<file path="src/rtl/windowed_sinc_lowpass_coef_macros.svh">
// assertion helpers for the coefficient generator
`ifndef WINDOWED_SINC_LOWPASS_COEF_MACROS_SVH
`define WINDOWED_SINC_LOWPASS_COEF_MACROS_SVH

// same-cycle implication, sampled on clk, off while in reset
`define WSL_ASSERT_IMP(label, ante, cons, msg) \
    label: assert property (@(posedge clk) disable iff (!rst_n) (ante) |-> (cons)) \
        else $error(msg);

// implication with the consequent delayed by the dly argument, sampled on clk, off while in reset
`define WSL_ASSERT_DELAY(label, ante, dly, cons, msg) \
    label: assert property (@(posedge clk) disable iff (!rst_n) (ante) |-> ##dly (cons)) \
        else $error(msg);

`endif

</file>
<file path="src/rtl/wsl_div.sv">
`default_nettype none

module wsl_div
#(
    parameter int NUM_W = 64,
    parameter int DEN_W = 8,
    parameter int BPS   = 8
)
(
    input  wire logic             clk,
    input  wire logic [NUM_W-1:0] num,
    input  wire logic [DEN_W-1:0] den,
    output logic      [NUM_W-1:0] quot
);

    localparam int NS = NUM_W / BPS;

    logic [DEN_W-1:0] rem_s [0:NS];
    logic [NUM_W-1:0] nq_s  [0:NS];
    logic [DEN_W-1:0] den_s [0:NS];

    // restoring steps, quotient bits shift in behind the dividend
    function automatic logic [DEN_W+NUM_W-1:0] div_steps(
        input logic [DEN_W-1:0] rem_in,
        input logic [NUM_W-1:0] nq_in,
        input logic [DEN_W-1:0] dv
    );
        logic [DEN_W:0]   t;
        logic [DEN_W-1:0] r;
        logic [NUM_W-1:0] nq;
        r  = rem_in;
        nq = nq_in;
        for (int i = 0; i < BPS; i++)
        begin
            t  = {r, nq[NUM_W-1]};
            nq = {nq[NUM_W-2:0], 1'b0};
            if (t >= {1'b0, dv})
            begin
                t     = t - {1'b0, dv};
                nq[0] = 1'b1;
            end
            r = t[DEN_W-1:0];
        end
        return {r, nq};
    endfunction

    assign rem_s[0] = '0;
    assign nq_s[0]  = num;
    assign den_s[0] = den;

    for (genvar g = 0; g < NS; g++)
    begin : g_stage
        always_ff @(posedge clk)
        begin
            {rem_s[g+1], nq_s[g+1]} <= div_steps(rem_s[g], nq_s[g], den_s[g]);
            den_s[g+1]              <= den_s[g];
        end
    end

    assign quot = nq_s[NS];

endmodule

`default_nettype wire

</file>
<file path="config.mk">
export PLATFORM = sky130hd
export DESIGN_NAME = wsl_div
export DESIGN_NICKNAME = d
export VERILOG_FILES = /design/src/rtl/windowed_sinc_lowpass_coef_macros.svh /design/src/rtl/wsl_div.sv
export SDC_FILE = /design/constraint.sdc
export NUM_CORES = 2
export LEC_CHECK = 0
export BUFFER_PORTS_ARGS = -buffer_cell sky130_fd_sc_hd__buf_2
export CAP_MARGIN = 20
export CORE_MARGIN = 2
export CORE_UTILIZATION = 40
export DETAILED_ROUTE_END_ITERATION = 12
export HOLD_SLACK_MARGIN = 0.12
export PLACE_DENSITY_LB_ADDON = 0.2
export SYNTH_ARGS = -nofsm -noshare
export SYNTH_HDL_FRONTEND = slang
export SYNTH_SLANG_ARGS = --single-unit
</file>
<file path="constraint.sdc">
create_clock -name clk -period 55 [get_ports clk]
set_input_delay 11 -clock clk [delete_from_list [all_inputs] [get_ports clk]]
set_output_delay 11 -clock clk [all_outputs]
set_load 0.02 [all_outputs]
</file>
==> results.py <==
metrics = {
    "critical_path": {
        "worstPathMaxFanout": 11,
        "startpoint": "den[4]",
        "required_ns": 55.52,
        "reg2reg_depth": 92,
        "crit_arrival_ns": 30.36,
        "start_kind": "primary input",
        "max_stage_delay_ns": 0.66,
        "r2r-end": "rem_s[9]",
        "reg2reg_from": "den_s[17]",
        "critical_path.endpoint_type": "flip-flop",
        "path_class": "in2reg",
        "path_buf_inv": 9,
        "cpMaxStageDelayCell": "nor4_1",
        "ff2ff_setup_slack_ns": 31.38,
        "critical_path.most_common_cell": "o21ai_0",
        "crit_family": "compound AO/OA/AOI/OAI gates",
    },
    "logic_synthesis": {
        "synth_edf_count": 0,
        "syn_inst": 4418,
        "ys_seq_area_frac": 0.308,
        "ys.flop_type": "dfxtp_1",
        "ys_types": 105,
        "synth_warnings": 0,
        "ys_seq_elements": 624,
        "syn_area_per_cell_um2": 9.19,
        "syn-cell-area_um2": 40600,
        "synthArstFlopShare": 0,
        "syn_nets": 5059,
    },
    "sta": {
        "max_freq_mhz": 33.5,
        "final.setup.worst_slack_ns": 25.16,
        "hold_ws_ns": 0.312,
        "setup_violations": 0,
        "tns_ns": 0,
        "worst_clock_skew_ns": 0.0226,
        "fin_crit_sh": 0.543,
        "fin_crit_ns": 29.84,
        "drv_slew": 0,
        "hold_viol_final": 0,
        "rsz0062_at_grt": "false",
        "slew_headroom": 0.376,
        "worst_pin_slew_ns": 0.932,
    },
    "global_route": {
        "grt_pass1_wl_um": 156000,
        "track_usage": 0.184,
        "grt_pass1_vias": 30300,
        "grt_antenna_before_repair": 3,
        "grt-ovfl-total": 0,
        "grt_max_degree": 22,
    },
    "min_path": {
        "whs_endpoint": "nq_s[152]",
        "hold-path-cell-count": 0,
        "hp-class": "reg2reg",
        "hp-start": "nq_s[208]",
    },
    "floorplan": {
        "fp.dieH_um": 323,
        "dieArea_um2": 104000,
        "start_util": 0.405,
        "core_area_um2": 100000,
        "num_rows": 116,
        "num_io_pins": 137,
        "die_w_um": 323,
    },
    "flow_run": {
        "cap_violations": 0,
    },
    "cts": {
        "cts_tree": "done",
        "insertion_delay_ns": 0.65,
        "clockBufferDepth": 3,
        "post_cts_resized": 0,
        "cts_inserted_buffers": 72,
        "ctsHoldBuffers": 0,
        "clkTransAtPathRegs_ns": 0.06,
        "clock_sinks": 624,
        "h-tree-depth": 3,
        "post_cts.repair.setup_buffers": 0,
        "root_buffer": "clkbuf_16",
    },
    "finish": {
        "layout_commonest_cell": "dfxtp_1",
        "drive_above_1_share": 0.116,
        "final_cell_mix": "624 x dfxtp_1, 506 x ha_1, 362 x inv_1",
        "nFillCells": 9771,
        "multi_input_area_um2": 26000,
        "regArea_um2": 12500,
        "synthToLayoutAreaGrowth_pct": 10.5,
        "nets": 5170,
        "antenna_cells": 0,
    },
    "drt": {
        "drt_iter0_drc": 1475,
        "drt_wl_total_um": 95900,
        "viasPerCell": 5.22,
        "postRouteAntennaNets": 0,
        "wire_per_inst_um": 16.1,
        "post-route-drc-count": 0,
        "via_count": 31000,
        "drtPass1Iterations": 5,
    },
    "placement": {
        "place_congestion": 0.879,
        "post-place-ws_ns": 24.53,
        "post-dp-hpwl_um": 74200,
        "io_buffers": 136,
    },
    "status": {
        "status": "completed",
    },
}
==> worst max-delay path by stage <==
stage          slack, ns  depth (start not counted)        end
6_report           25.16                         86  rem_s[57]
5_1_grt            23.20                         86  rem_s[60]
2_1_floorplan      27.67                         90  rem_s[57]
4_1_cts            25.11                         86  rem_s[57]
3_5_place_dp       24.53                         86  rem_s[57]
3_3_place_gp       24.83                         86  rem_s[57]
==> worst reg2reg max path: cells and delay by family (launching register included) <==
kind	cells	cell delay [ns]
multiplexers	1	0.34
AO/OA/AOI/OAI	52	12.76
adder cells (fa/ha/maj)	8	2.50
flip-flops	1	0.89
buffers and inverters	9	1.62
AND/OR/NAND/NOR	22	5.37
==> area by class of cell <==
type | count | share of cell area
tap | 1357 | 0.0379
clock inverter | 36 | 0.0106
clock buffer | 93 | 0.0449
sequential | 624 | 0.279
timing repair buffer | 146 | 0.0169
inverter | 381 | 0.0320
multi-input combinational | 3304 | 0.579
==> synthesized netlist by cell type, types with 9 or more instances <==
| library cell | n | area share |
|---|---|---|
| dfxtp_1 | 624 | 0.31 |
| o21a_1 | 69 | 0.013 |
| nor2b_1 | 123 | 0.019 |
| o211ai_1 | 21 | 0.0039 |
| clkbuf_1 | 17 | 0.0016 |
| fa_1 | 62 | 0.031 |
| nor3b_1 | 13 | 0.0024 |
| o31a_1 | 23 | 0.0050 |
| or3_1 | 33 | 0.0051 |
| ha_1 | 506 | 0.16 |
| o221ai_1 | 13 | 0.0028 |
| o31ai_1 | 17 | 0.0031 |
| nand2_1 | 222 | 0.021 |
| buf_2 | 19 | 0.0023 |
| nand3_1 | 77 | 0.0095 |
| and2_1 | 37 | 0.0057 |
| a41oi_1 | 9 | 0.0019 |
| inv_2 | 14 | 0.0013 |
| xor2_1 | 103 | 0.022 |
| o211a_1 | 12 | 0.0030 |
| mux2_1 | 11 | 0.0031 |
| nand2b_1 | 73 | 0.011 |
| o22ai_1 | 10 | 0.0015 |
| buf_4 | 66 | 0.012 |
| nor2_1 | 272 | 0.025 |
| mux2_2 | 179 | 0.050 |
| inv_1 | 362 | 0.033 |
| nor3_1 | 45 | 0.0055 |
| o21bai_1 | 34 | 0.0063 |
| a211o_1 | 9 | 0.0019 |
| or2_2 | 18 | 0.0028 |
| a31oi_1 | 10 | 0.0015 |
| or4b_2 | 9 | 0.0022 |
| a21boi_0 | 43 | 0.0080 |
| a21oi_1 | 244 | 0.030 |
| mux2i_1 | 112 | 0.028 |
| xnor2_1 | 174 | 0.038 |
| nand4_1 | 67 | 0.010 |
| and3_1 | 19 | 0.0029 |
| a211oi_1 | 39 | 0.0072 |
| o21ai_0 | 283 | 0.035 |
| and4_1 | 14 | 0.0030 |
| nor4_1 | 19 | 0.0029 |
| a221o_1 | 11 | 0.0027 |
| a21o_1 | 116 | 0.021 |
==> sequential cells by signal (all words and copies together), names as in the netlist <==
signal and count:
nq_s 448, quot 64, den_s 56, rem_s 56
==> metal layers <==
| layer | up-vias | part of all wire | global-route usage |
|---|---|---|---|
| met1 | 14400 | 0.46 | 0.236 |
| li1 | 16000 | - | - |
| met3 | 140 | 0.038 | 0.0252 |
| met2 | 482 | 0.47 | 0.318 |
| met4 | 0 | 0.024 | 0.0579 |
| met5 | - | 0 | 0 |
==> through the flow <==
stage,cell area [um^2],instances,util
detailed placement,42400,5812,0.422
floorplan,40600,4418,-
global placement,42400,5812,0.422
finish,44800,5941,0.447
global route,44800,5941,0.447
CTS,44800,5941,0.447
==> kinds of logic (layout without fill, tap and decap cells) <==
group	count (synthesis)	in the layout	synth area share
flip-flops	624	624	0.308
XOR/XNOR	277	277	0.0598
buffers and inverters	490	656	0.0525
multiplexers	309	309	0.0829
AO/OA/AOI/OAI	1071	1071	0.174
AND/OR/NAND/NOR	1079	1079	0.136
adder cells (fa/ha/maj)	568	568	0.187
Power is left out: the tool's default activity adds up to more than one toggle a clock period on the data nets, which glitch-free logic cannot reach.
